==> config.mk <==
export PLATFORM = sky130hd
export DESIGN_NAME = tristate_number_alu_top
export DESIGN_NICKNAME = d
export VERILOG_FILES = /design/src/rtl/core/tna_pkg.sv /design/src/rtl/core/tna_front.sv /design/src/rtl/core/tna_queue.sv /design/src/rtl/core/tna_back.sv /design/src/rtl/core/tristate_number_alu_top.sv
export VERILOG_INCLUDE_DIRS = /design/src /design/src/rtl/core
export SDC_FILE = /design/constraint.sdc
export NUM_CORES = 2
export LEC_CHECK = 0
export ABC_AREA = 0
export BUFFER_PORTS_ARGS = -buffer_cell sky130_fd_sc_hd__buf_4
export CORE_UTILIZATION = 30
export CTS_CLUSTER_DIAMETER = 100
export DETAILED_ROUTE_END_ITERATION = 6
export PLACE_DENSITY = 0.49
export SLEW_MARGIN = 20
export SYNTH_ARGS = -nofsm -noshare
export SYNTH_HDL_FRONTEND = slang
export SYNTH_HIERARCHICAL = 1
export SYNTH_SLANG_ARGS = --single-unit
==> constraint.sdc <==
create_clock -name clk -period 24.4 [get_ports clk]
set_input_delay 1.22 -clock clk [delete_from_list [all_inputs] [get_ports clk]]
set_output_delay 1.22 -clock clk [all_outputs]
set_load 0.1 [all_outputs]
==> src/rtl/core/tristate_number_alu_top_defines.svh <==
// ----------------------------------------------------------------------------
// Tristate number ALU assertion macros
// Immediate and next-cycle implication checks, clocked on clk, off in reset.
// ----------------------------------------------------------------------------
`ifndef TRISTATE_NUMBER_ALU_TOP_DEFINES_SVH
`define TRISTATE_NUMBER_ALU_TOP_DEFINES_SVH

// same-cycle implication
`define TNA_ASSERT_IMPL(lbl, ante, cons, msg) \
	lbl: assert property (@(posedge clk) disable iff (!arst_n) (ante) |-> (cons)) \
		else $error(msg);

// next-cycle implication
`define TNA_ASSERT_NEXT(lbl, ante, cons, msg) \
	lbl: assert property (@(posedge clk) disable iff (!arst_n) (ante) |=> (cons)) \
		else $error(msg);

`endif

==> src/rtl/core/tna_pkg.sv <==
// ----------------------------------------------------------------------------
// Tristate number ALU package
// Opcodes, command kinds, queue entry and status types shared by the core.
// ----------------------------------------------------------------------------
package tna_pkg;

	localparam int DEFAULT_WORD_BITS   = 64;
	localparam int DEFAULT_QUEUE_DEPTH = 2;
	localparam int MAX_WORD_BITS       = 64;
	localparam int OP_BITS             = 4;
	localparam int SHAMT_BITS          = 6;

	localparam logic [OP_BITS-1:0] OP_ADD = 4'd0;
	localparam logic [OP_BITS-1:0] OP_SUB = 4'd1;
	localparam logic [OP_BITS-1:0] OP_AND = 4'd2;
	localparam logic [OP_BITS-1:0] OP_OR  = 4'd3;
	localparam logic [OP_BITS-1:0] OP_XOR = 4'd4;
	localparam logic [OP_BITS-1:0] OP_LSL = 4'd5;
	localparam logic [OP_BITS-1:0] OP_LSR = 4'd6;
	localparam logic [OP_BITS-1:0] OP_ASR = 4'd7;
	localparam logic [OP_BITS-1:0] OP_MUL = 4'd8;

	typedef enum logic [3:0] {
		KIND_ADD,
		KIND_SUB,
		KIND_AND,
		KIND_OR,
		KIND_XOR,
		KIND_LSL,
		KIND_LSR,
		KIND_ASR,
		KIND_MUL,
		KIND_BAD
	} kind_t;

	// queued request; word fields use the low WORD_BITS bits
	typedef struct packed {
		kind_t                   kind;
		logic [SHAMT_BITS-1:0]   shamt;
		logic [MAX_WORD_BITS-1:0] a_v;
		logic [MAX_WORD_BITS-1:0] a_m;
		logic [MAX_WORD_BITS-1:0] b_v;
		logic [MAX_WORD_BITS-1:0] b_m;
		logic [MAX_WORD_BITS-1:0] pre_v;  // a_v + b_v, or a_v - b_v for sub
		logic [MAX_WORD_BITS-1:0] pre_m;  // a_m + b_m
	} cmd_t;

	typedef struct packed {
		logic empty;
		logic full;
	} qstat_t;

	typedef struct packed {
		logic busy;
		logic fin;
	} bstat_t;

	typedef enum logic [2:0] {
		ST_IDLE = 3'b001,
		ST_MUL  = 3'b010,
		ST_FIN  = 3'b100
	} state_t;

endpackage

==> src/rtl/core/tna_front.sv <==
// ----------------------------------------------------------------------------
// Tristate number ALU front end
// Accepts requests, decodes the opcode and forms the first-level sums.
// ----------------------------------------------------------------------------
module tna_front #(
	parameter int WORD_BITS = tna_pkg::DEFAULT_WORD_BITS
) (
	input  logic                            in_valid,
	output logic                            in_ready,
	input  logic [tna_pkg::OP_BITS-1:0]     operation,
	input  logic [WORD_BITS-1:0]            a_value,
	input  logic [WORD_BITS-1:0]            a_mask,
	input  logic [WORD_BITS-1:0]            b_value,
	input  logic [WORD_BITS-1:0]            b_mask,
	input  logic [tna_pkg::SHAMT_BITS-1:0]  shift_amount,
	input  tna_pkg::qstat_t                 q_stat,
	output logic                            push,
	output tna_pkg::cmd_t                   push_cmd
);

	localparam int MW = tna_pkg::MAX_WORD_BITS;

	tna_pkg::kind_t       kind;
	logic [WORD_BITS-1:0] sum_v;
	logic [WORD_BITS-1:0] sum_m;
	logic [WORD_BITS-1:0] diff_v;

	always_comb begin
		unique case (operation)
			tna_pkg::OP_ADD: kind = tna_pkg::KIND_ADD;
			tna_pkg::OP_SUB: kind = tna_pkg::KIND_SUB;
			tna_pkg::OP_AND: kind = tna_pkg::KIND_AND;
			tna_pkg::OP_OR:  kind = tna_pkg::KIND_OR;
			tna_pkg::OP_XOR: kind = tna_pkg::KIND_XOR;
			tna_pkg::OP_LSL: kind = tna_pkg::KIND_LSL;
			tna_pkg::OP_LSR: kind = tna_pkg::KIND_LSR;
			tna_pkg::OP_ASR: kind = tna_pkg::KIND_ASR;
			tna_pkg::OP_MUL: kind = tna_pkg::KIND_MUL;
			default:         kind = tna_pkg::KIND_BAD;
		endcase
	end

	assign sum_v  = a_value + b_value;
	assign sum_m  = a_mask + b_mask;
	assign diff_v = a_value - b_value;

	assign in_ready = !q_stat.full;
	assign push     = in_valid && in_ready;

	always_comb begin
		push_cmd.kind  = kind;
		push_cmd.shamt = shift_amount;
		push_cmd.a_v   = MW'(a_value);
		push_cmd.a_m   = MW'(a_mask);
		push_cmd.b_v   = MW'(b_value);
		push_cmd.b_m   = MW'(b_mask);
		push_cmd.pre_v = (kind == tna_pkg::KIND_SUB) ? MW'(diff_v) : MW'(sum_v);
		push_cmd.pre_m = MW'(sum_m);
	end

endmodule

==> src/rtl/core/tna_queue.sv <==
// ----------------------------------------------------------------------------
// Tristate number ALU request queue
// Small circular queue between decode and execute.
// ----------------------------------------------------------------------------
module tna_queue #(
	parameter int DEPTH = tna_pkg::DEFAULT_QUEUE_DEPTH
) (
	input  logic            clk,
	input  logic            arst_n,
	input  logic            push,
	input  tna_pkg::cmd_t   push_cmd,
	input  logic            pop,
	output logic            head_valid,
	output tna_pkg::cmd_t   head_cmd,
	output tna_pkg::qstat_t q_stat
);

	localparam int PTR_W = (DEPTH > 1) ? $clog2(DEPTH) : 1;
	localparam int CNT_W = $clog2(DEPTH + 1);

	tna_pkg::cmd_t    entries_q [DEPTH];
	logic [PTR_W-1:0] wr_ptr_q;
	logic [PTR_W-1:0] rd_ptr_q;
	logic [CNT_W-1:0] count_q;

	function automatic logic [PTR_W-1:0] next_ptr(input logic [PTR_W-1:0] p);
		return (p == PTR_W'(DEPTH - 1)) ? '0 : p + 1'b1;
	endfunction

	always_ff @(posedge clk) begin
		if (push) begin
			entries_q[wr_ptr_q] <= push_cmd;
		end
	end

	always_ff @(posedge clk or negedge arst_n) begin
		if (!arst_n) begin
			wr_ptr_q <= '0;
			rd_ptr_q <= '0;
			count_q  <= '0;
		end else begin
			if (push) begin
				wr_ptr_q <= next_ptr(wr_ptr_q);
			end
			if (pop) begin
				rd_ptr_q <= next_ptr(rd_ptr_q);
			end
			if (push && !pop) begin
				count_q <= count_q + 1'b1;
			end else if (pop && !push) begin
				count_q <= count_q - 1'b1;
			end
		end
	end

	assign head_valid   = (count_q != '0);
	assign head_cmd     = entries_q[rd_ptr_q];
	assign q_stat.empty = (count_q == '0);
	assign q_stat.full  = (count_q == CNT_W'(DEPTH));

endmodule

==> src/rtl/core/tna_back.sv <==
// ----------------------------------------------------------------------------
// Tristate number ALU back end
// Executes queued requests; multiply runs one bit of A per cycle.
// ----------------------------------------------------------------------------
module tna_back #(
	parameter int WORD_BITS = tna_pkg::DEFAULT_WORD_BITS
) (
	input  logic                 clk,
	input  logic                 arst_n,
	input  logic                 head_valid,
	input  tna_pkg::cmd_t        head_cmd,
	output logic                 pop,
	output tna_pkg::bstat_t      b_stat,
	output logic                 out_valid,
	input  logic                 out_ready,
	output logic [WORD_BITS-1:0] result_value,
	output logic [WORD_BITS-1:0] result_mask
);

	tna_pkg::state_t      state_q;
	logic                 out_valid_q;
	logic [WORD_BITS-1:0] res_v_q;
	logic [WORD_BITS-1:0] res_m_q;
	logic [WORD_BITS-1:0] av_q;
	logic [WORD_BITS-1:0] am_q;
	logic [WORD_BITS-1:0] bv_q;
	logic [WORD_BITS-1:0] bm_q;
	logic [WORD_BITS-1:0] known_q;
	logic [WORD_BITS-1:0] macc_q;

	logic [WORD_BITS-1:0] h_av;
	logic [WORD_BITS-1:0] h_am;
	logic [WORD_BITS-1:0] h_bv;
	logic [WORD_BITS-1:0] h_bm;
	logic [WORD_BITS-1:0] h_pv;
	logic [WORD_BITS-1:0] h_pm;
	logic [WORD_BITS-1:0] hi;
	logic [WORD_BITS-1:0] lo;
	logic [WORD_BITS-1:0] mu;
	logic [WORD_BITS-1:0] simple_v;
	logic [WORD_BITS-1:0] simple_m;
	logic                 head_mul;
	logic                 out_free;
	logic                 load_out;

	logic [WORD_BITS-1:0] step_add;
	logic [WORD_BITS-1:0] macc_sum;
	logic [WORD_BITS-1:0] fin_sum;
	logic [WORD_BITS-1:0] fin_mu;
	logic                 a_done;

	assign h_av = head_cmd.a_v[WORD_BITS-1:0];
	assign h_am = head_cmd.a_m[WORD_BITS-1:0];
	assign h_bv = head_cmd.b_v[WORD_BITS-1:0];
	assign h_bm = head_cmd.b_m[WORD_BITS-1:0];
	assign h_pv = head_cmd.pre_v[WORD_BITS-1:0];
	assign h_pm = head_cmd.pre_m[WORD_BITS-1:0];

	// second level of add and sub
	assign hi = h_pv + h_am;
	assign lo = h_pv - h_bm;

	always_comb begin
		mu       = '0;
		simple_v = '0;
		simple_m = '0;
		unique case (head_cmd.kind)
			tna_pkg::KIND_ADD: begin
				mu       = ((h_pm + h_pv) ^ h_pv) | h_am | h_bm;
				simple_v = h_pv & ~mu;
				simple_m = mu;
			end
			tna_pkg::KIND_SUB: begin
				mu       = (hi ^ lo) | h_am | h_bm;
				simple_v = h_pv & ~mu;
				simple_m = mu;
			end
			tna_pkg::KIND_AND: begin
				simple_v = h_av & h_bv;
				simple_m = (h_av | h_am) & (h_bv | h_bm) & ~(h_av & h_bv);
			end
			tna_pkg::KIND_OR: begin
				simple_v = h_av | h_bv;
				simple_m = (h_am | h_bm) & ~(h_av | h_bv);
			end
			tna_pkg::KIND_XOR: begin
				mu       = h_am | h_bm;
				simple_v = (h_av ^ h_bv) & ~mu;
				simple_m = mu;
			end
			tna_pkg::KIND_LSL: begin
				simple_v = h_av << head_cmd.shamt;
				simple_m = h_am << head_cmd.shamt;
			end
			tna_pkg::KIND_LSR: begin
				simple_v = h_av >> head_cmd.shamt;
				simple_m = h_am >> head_cmd.shamt;
			end
			tna_pkg::KIND_ASR: begin
				// shifts past the word fill with the sign, same as WORD_BITS-1
				simple_v = WORD_BITS'($signed(h_av) >>> head_cmd.shamt);
				simple_m = WORD_BITS'($signed(h_am) >>> head_cmd.shamt);
			end
			tna_pkg::KIND_MUL: begin
				simple_v = '0;
				simple_m = '0;
			end
			default: begin
				simple_v = '0;
				simple_m = '1;
			end
		endcase
	end

	// multiply step: value accumulator stays zero, so the tristate add
	// collapses to one add on the mask
	assign step_add = av_q[0] ? bm_q : (am_q[0] ? (bv_q | bm_q) : '0);
	assign macc_sum = macc_q + step_add;
	assign a_done   = ((av_q | am_q) == '0);

	assign fin_sum = macc_q + known_q;
	assign fin_mu  = (fin_sum ^ known_q) | macc_q;

	assign head_mul = (head_cmd.kind == tna_pkg::KIND_MUL);
	assign out_free = !out_valid_q || out_ready;
	assign pop      = (state_q == tna_pkg::ST_IDLE) && head_valid && (head_mul || out_free);
	// output register takes a new result: simple op popped, or multiply done
	assign load_out = (pop && !head_mul) || ((state_q == tna_pkg::ST_FIN) && out_free);

	always_ff @(posedge clk or negedge arst_n) begin
		if (!arst_n) begin
			state_q     <= tna_pkg::ST_IDLE;
			out_valid_q <= 1'b0;
		end else begin
			if (load_out) begin
				out_valid_q <= 1'b1;
			end else if (out_ready) begin
				out_valid_q <= 1'b0;
			end
			unique case (state_q)
				tna_pkg::ST_IDLE: begin
					if (pop && head_mul) begin
						state_q <= tna_pkg::ST_MUL;
					end
				end
				tna_pkg::ST_MUL: begin
					if (a_done) begin
						state_q <= tna_pkg::ST_FIN;
					end
				end
				tna_pkg::ST_FIN: begin
					if (out_free) begin
						state_q <= tna_pkg::ST_IDLE;
					end
				end
				default: begin
					state_q <= tna_pkg::ST_IDLE;
				end
			endcase
		end
	end

	always_ff @(posedge clk) begin
		unique case (state_q)
			tna_pkg::ST_IDLE: begin
				if (pop) begin
					// a multiply leaves a waiting result in place
					if (!head_mul) begin
						res_v_q <= simple_v;
						res_m_q <= simple_m;
					end
					av_q    <= h_av;
					am_q    <= h_am;
					bv_q    <= h_bv;
					bm_q    <= h_bm;
					known_q <= '0;
					macc_q  <= '0;
				end
			end
			tna_pkg::ST_MUL: begin
				if (!a_done) begin
					known_q <= known_q + (av_q[0] ? bv_q : '0);
					macc_q  <= macc_sum | macc_q | step_add;
					av_q    <= av_q >> 1;
					am_q    <= am_q >> 1;
					bv_q    <= bv_q << 1;
					bm_q    <= bm_q << 1;
				end
			end
			tna_pkg::ST_FIN: begin
				if (out_free) begin
					res_v_q <= known_q & ~fin_mu;
					res_m_q <= fin_mu;
				end
			end
			default: begin
			end
		endcase
	end

	assign b_stat.busy  = (state_q != tna_pkg::ST_IDLE);
	assign b_stat.fin   = (state_q == tna_pkg::ST_FIN);
	assign out_valid    = out_valid_q;
	assign result_value = res_v_q;
	assign result_mask  = res_m_q;

endmodule

==> src/rtl/core/tristate_number_alu_top.sv <==
// ----------------------------------------------------------------------------
// Tristate number ALU
// Abstract ALU over value/mask pairs: add, sub, bitwise, shifts, multiply.
// ----------------------------------------------------------------------------
//
//  channel  direction  handshake            payload
//  -------  ---------  -------------------  ---------------------------------
//  in       request    in_valid / in_ready  operation, a_value, a_mask,
//                                           b_value, b_mask, shift_amount
//  out      result     out_valid/out_ready  result_value, result_mask
//
//  Add, sub, bitwise and shift results show on out_valid after the accepting
//  edge writes the queue and a later pop, once the back end is idle and the
//  output register is free, executes into the output register. Multiply
//  shifts A until the highest set bit of a_value | a_mask is used up (at most
//  WORD_BITS); the back end's shift-and-add loop handles one bit of A per cycle.
//  Reset clears the queue pointers, the back-end state and the output valid.
//  A stalled result holds the back end; the queue keeps taking requests
//  until it fills, then in_ready drops.
//
`include "tristate_number_alu_top_defines.svh"

module tristate_number_alu_top #(
	parameter int WORD_BITS   = tna_pkg::DEFAULT_WORD_BITS,
	parameter int QUEUE_DEPTH = tna_pkg::DEFAULT_QUEUE_DEPTH
) (
	input  logic                            clk,
	input  logic                            arst_n,
	input  logic                            in_valid,
	output logic                            in_ready,
	input  logic [tna_pkg::OP_BITS-1:0]     operation,
	input  logic [WORD_BITS-1:0]            a_value,
	input  logic [WORD_BITS-1:0]            a_mask,
	input  logic [WORD_BITS-1:0]            b_value,
	input  logic [WORD_BITS-1:0]            b_mask,
	input  logic [tna_pkg::SHAMT_BITS-1:0]  shift_amount,
	output logic                            out_valid,
	input  logic                            out_ready,
	output logic [WORD_BITS-1:0]            result_value,
	output logic [WORD_BITS-1:0]            result_mask
);

	// front to queue
	logic            push;
	tna_pkg::cmd_t   push_cmd;
	tna_pkg::qstat_t q_stat;

	// queue to back
	logic            q_valid;
	logic            q_pop;
	tna_pkg::cmd_t   q_head;
	tna_pkg::bstat_t b_stat;

	// decode and first-level adds
	tna_front #(
		.WORD_BITS(WORD_BITS)
	) u_front (
		.in_valid    (in_valid),
		.in_ready    (in_ready),
		.operation   (operation),
		.a_value     (a_value),
		.a_mask      (a_mask),
		.b_value     (b_value),
		.b_mask      (b_mask),
		.shift_amount(shift_amount),
		.q_stat      (q_stat),
		.push        (push),
		.push_cmd    (push_cmd)
	);

	// decouples decode from execute
	tna_queue #(
		.DEPTH(QUEUE_DEPTH)
	) u_queue (
		.clk       (clk),
		.arst_n    (arst_n),
		.push      (push),
		.push_cmd  (push_cmd),
		.pop       (q_pop),
		.head_valid(q_valid),
		.head_cmd  (q_head),
		.q_stat    (q_stat)
	);

	// execute, multiply loop and output register
	tna_back #(
		.WORD_BITS(WORD_BITS)
	) u_back (
		.clk         (clk),
		.arst_n      (arst_n),
		.head_valid  (q_valid),
		.head_cmd    (q_head),
		.pop         (q_pop),
		.b_stat      (b_stat),
		.out_valid   (out_valid),
		.out_ready   (out_ready),
		.result_value(result_value),
		.result_mask (result_mask)
	);

	// checks on the queue / back-end handoff
	`TNA_ASSERT_IMPL(a_pop_nonempty, q_pop, q_valid && !q_stat.empty, "pop from empty queue")
	`TNA_ASSERT_IMPL(a_pop_idle, b_stat.busy, !q_pop, "pop while back end busy")
	`TNA_ASSERT_NEXT(a_mul_busy, q_pop && (q_head.kind == tna_pkg::KIND_MUL), b_stat.busy, "multiply did not start")
	`TNA_ASSERT_IMPL(a_result_src, $rose(out_valid), $past(q_pop || b_stat.fin), "result without source")

endmodule

==> impl_metrics.xml <==
<?xml version="1.0" encoding="UTF-8"?>
<metrics>
  <group name="run_status">
    <metric name="status" unit="">complete, but fails checks</metric>
    <metric name="violations_in_the_final_reports" unit="">DRC</metric>
  </group>
  <group name="worst_setup_path">
    <metric name="rr_worst_depth" unit="">18</metric>
    <metric name="worst-path-stages" unit="">18</metric>
    <metric name="required" unit="ns">25.02</metric>
    <metric name="max_stage_delay" unit="ns">0.79</metric>
    <metric name="critical_path.slowest_cell" unit="">sky130_fd_sc_hd__buf_4</metric>
    <metric name="register_to_register_setup_slack" unit="ns">16.23</metric>
    <metric name="crit_arrival" unit="ns">8.80</metric>
    <metric name="timing.critical_path.from_type" unit="">flop</metric>
    <metric name="critPathMaxFanout" unit="">95</metric>
    <metric name="timing.critical_path.cells" unit="">buf_4 -&gt; buf_12 -&gt; buf_4 -&gt; mux2_2 -&gt; ha_1 -&gt; fa_1 -&gt; a21o_1 -&gt; nand4_1 -&gt; a31oi_1 -&gt; o21ai_1 -&gt; o21ai_2 -&gt; a41o_1 -&gt; a31oi_2 -&gt; o31a_1 -&gt; xnor2_1 -&gt; nor3_1 -&gt; o2111ai_1 -&gt; o221ai_1</metric>
    <metric name="timing.critical_path.mode_cell" unit="">sky130_fd_sc_hd__buf_4</metric>
    <metric name="critPathCaptureType" unit="">flop</metric>
    <metric name="path_buf_inv" unit="">3</metric>
    <metric name="crit_path_kind" unit="">reg -&gt; reg</metric>
    <metric name="crit-reg2reg-capture" unit="">u_back/result_value[42]</metric>
    <metric name="critical-path-top-delay-family" unit="">compound AO/OA/AOI/OAI gates</metric>
    <metric name="r2r_start" unit="">u_queue/rd_ptr_q</metric>
  </group>
  <group name="cts">
    <metric name="cts_inserted_buffers" unit="">165</metric>
    <metric name="postCtsHoldBufs" unit="">0</metric>
    <metric name="clkSlewWorstSetupHoldPaths" unit="ns">0.06</metric>
    <metric name="numClockSinks" unit="">1308</metric>
    <metric name="cts.path.max_buffers" unit="">4</metric>
    <metric name="root_buffer" unit="">sky130_fd_sc_hd__clkbuf_16</metric>
    <metric name="clkLatencyLatePin" unit="ns">0.95</metric>
    <metric name="tritoncts" unit="">built</metric>
    <metric name="cts_setup_buffers" unit="">0</metric>
    <metric name="post_cts_resize_count" unit="">0</metric>
    <metric name="htree_num_levels" unit="">4</metric>
  </group>
  <group name="timing">
    <metric name="slew_headroom" unit="%">5.137</metric>
    <metric name="highest_attainable_clock_frequency" unit="GHz">0.1223</metric>
    <metric name="worst_clock_skew" unit="ns">0.1197</metric>
    <metric name="setup_tns" unit="ns">0</metric>
    <metric name="final_hold_viol_count" unit="">0</metric>
    <metric name="rsz0062_at_grt" unit="">false</metric>
    <metric name="min_period_over_period" unit="%">33.50</metric>
    <metric name="setup_viol_count_final" unit="">0</metric>
    <metric name="final_period_minus_worst_setup_slack" unit="ns">8.173</metric>
    <metric name="worstMarginPinSlew" unit="ns">1.413</metric>
    <metric name="drv_slew" unit="">0</metric>
  </group>
  <group name="die">
    <metric name="floorplan.initialDensity" unit="%">30.12</metric>
    <metric name="die_height" unit="um">602.3</metric>
    <metric name="die_width" unit="um">602.3</metric>
    <metric name="row_count" unit="">220</metric>
    <metric name="die_area" unit="sq um">362800</metric>
    <metric name="design.portCount" unit="">400</metric>
    <metric name="fp.coreArea" unit="sq um">358900</metric>
  </group>
  <group name="route">
    <metric name="wire_per_inst" unit="um">34.97</metric>
    <metric name="firstDrtPassIters" unit="">7</metric>
    <metric name="dr_vias_cell" unit="">6.077</metric>
    <metric name="drc" unit="">7</metric>
    <metric name="vias" unit="">100633</metric>
    <metric name="routed_wirelength" unit="mm">579.2</metric>
    <metric name="antenna_violating_nets_post_route" unit="">0</metric>
    <metric name="first_iter_violations" unit="">15032</metric>
  </group>
  <group name="flow_run">
    <metric name="max-cap-violations" unit="">0</metric>
  </group>
  <group name="logic_synthesis">
    <metric name="postSynthCellCount" unit="">11850</metric>
    <metric name="syn_area" unit="sq um">108100</metric>
    <metric name="syn_nets" unit="">12763</metric>
    <metric name="avgSynthCellArea" unit="sq um">9.124</metric>
    <metric name="yosysWarnings" unit="">6</metric>
  </group>
  <group name="final_layout">
    <metric name="largest_register_ffs" unit="">788</metric>
    <metric name="drive_gt1_share" unit="%">12.77</metric>
    <metric name="regMostFlops" unit="">u_queue/entries_q</metric>
    <metric name="areaGrowthSynthToFinish" unit="%">10.25</metric>
    <metric name="final.fill_count" unit="">37671</metric>
    <metric name="fin_nets" unit="">12542</metric>
  </group>
  <group name="global_route">
    <metric name="globalRoute.totalOverflow" unit="">0</metric>
    <metric name="grt_first_pass_wirelength" unit="mm">773.1</metric>
    <metric name="grt_max_degree" unit="">139</metric>
    <metric name="globalRouteTotalUtil" unit="%">30.58</metric>
    <metric name="first_global_vias" unit="">92813</metric>
    <metric name="grt_antenna_before_repair" unit="">48</metric>
  </group>
  <group name="placed_design">
    <metric name="place.detailed.hpwl" unit="mm">465.1</metric>
    <metric name="routability_cong" unit="">1.134</metric>
    <metric name="port-buffer-count" unit="">399</metric>
  </group>
  <group name="hold_path">
    <metric name="holdCritPathClass" unit="">in -&gt; async</metric>
  </group>
</metrics>
[cell usage in the layout, fill, tap and decap left out, drive strengths merged, types with 246 or more instances in the layout]
| master | instances |
|---|---|
| a21oi | 1129 |
| mux2 | 431 |
| a21o | 318 |
| mux2i | 349 |
| inv | 364 |
| nor3 | 246 |
| buf | 582 |
| edfxtp | 1300 |
| o21ai | 960 |
| nor2 | 1186 |
| nand2 | 1084 |
| ha | 635 |
| xnor2 | 502 |
[per-stage QoR]
| stage | instance area, sq um | utilization (%) | cells | hold slack [ns] | worst slack (ns) |
|---|---|---|---|---|---|
| floorplan | 108100 | - | 11850 | 0.4474 | 1.925 |
| global placement | 113700 | 31.68 | 16234 | 0.4709 | 16.08 |
| detailed placement | 113800 | 31.69 | 16234 | 0.4714 | 16.06 |
| CTS | 119000 | 33.16 | 16528 | 0.1232 | 16.49 |
| global route | 119100 | 33.19 | 16534 | 0.1590 | 16.19 |
| finish | 119200 | 33.21 | 16561 | 0.1698 | 16.23 |
[layer usage]
layer	global-route usage [%]	vias to the layer above	part of all wire (%)
met4	15.74	30	6.3
met2	42.51	6294	39
met3	11.26	1139	13
met5	0.3568	-	0.066
li1	-	43299	-
met1	40.99	49871	42
[area by class of cell]
| cell class | count | area, sq um | area share (%) |
|---|---|---|---|
| multi-input cells | 9217 | 62830 | 52.71 |
| flip-flops and latches | 1308 | 39240 | 32.92 |
| well taps | 4773 | 5972 | 5.010 |
| repair buffers | 582 | 4439 | 3.724 |
| clock buffers | 197 | 4292 | 3.600 |
| inverters | 355 | 1351 | 1.134 |
| clock inverters | 97 | 989.7 | 0.8303 |
| diodes | 32 | 80.08 | 0.06718 |
[worst max path at each step]
| stage | from | slack [ns] | to |
|---|---|---|---|
| detailed placement | b_value[0] | 16.06 | u_queue/entries_q[0][127] |
| global placement | b_value[0] | 16.08 | u_queue/entries_q[0][127] |
| CTS | u_queue/rd_ptr_q | 16.49 | u_back/result_mask[61] |
| finish | u_queue/rd_ptr_q | 16.23 | u_back/result_value[42] |
| floorplan | u_back/am_q[30] | 1.92 | u_back/am_q[0] |
| global route | u_queue/rd_ptr_q | 16.19 | u_back/result_value[42] |
Power is not shown: default switching activity piles up to over one toggle a cycle in this logic, so the estimate is an artifact.
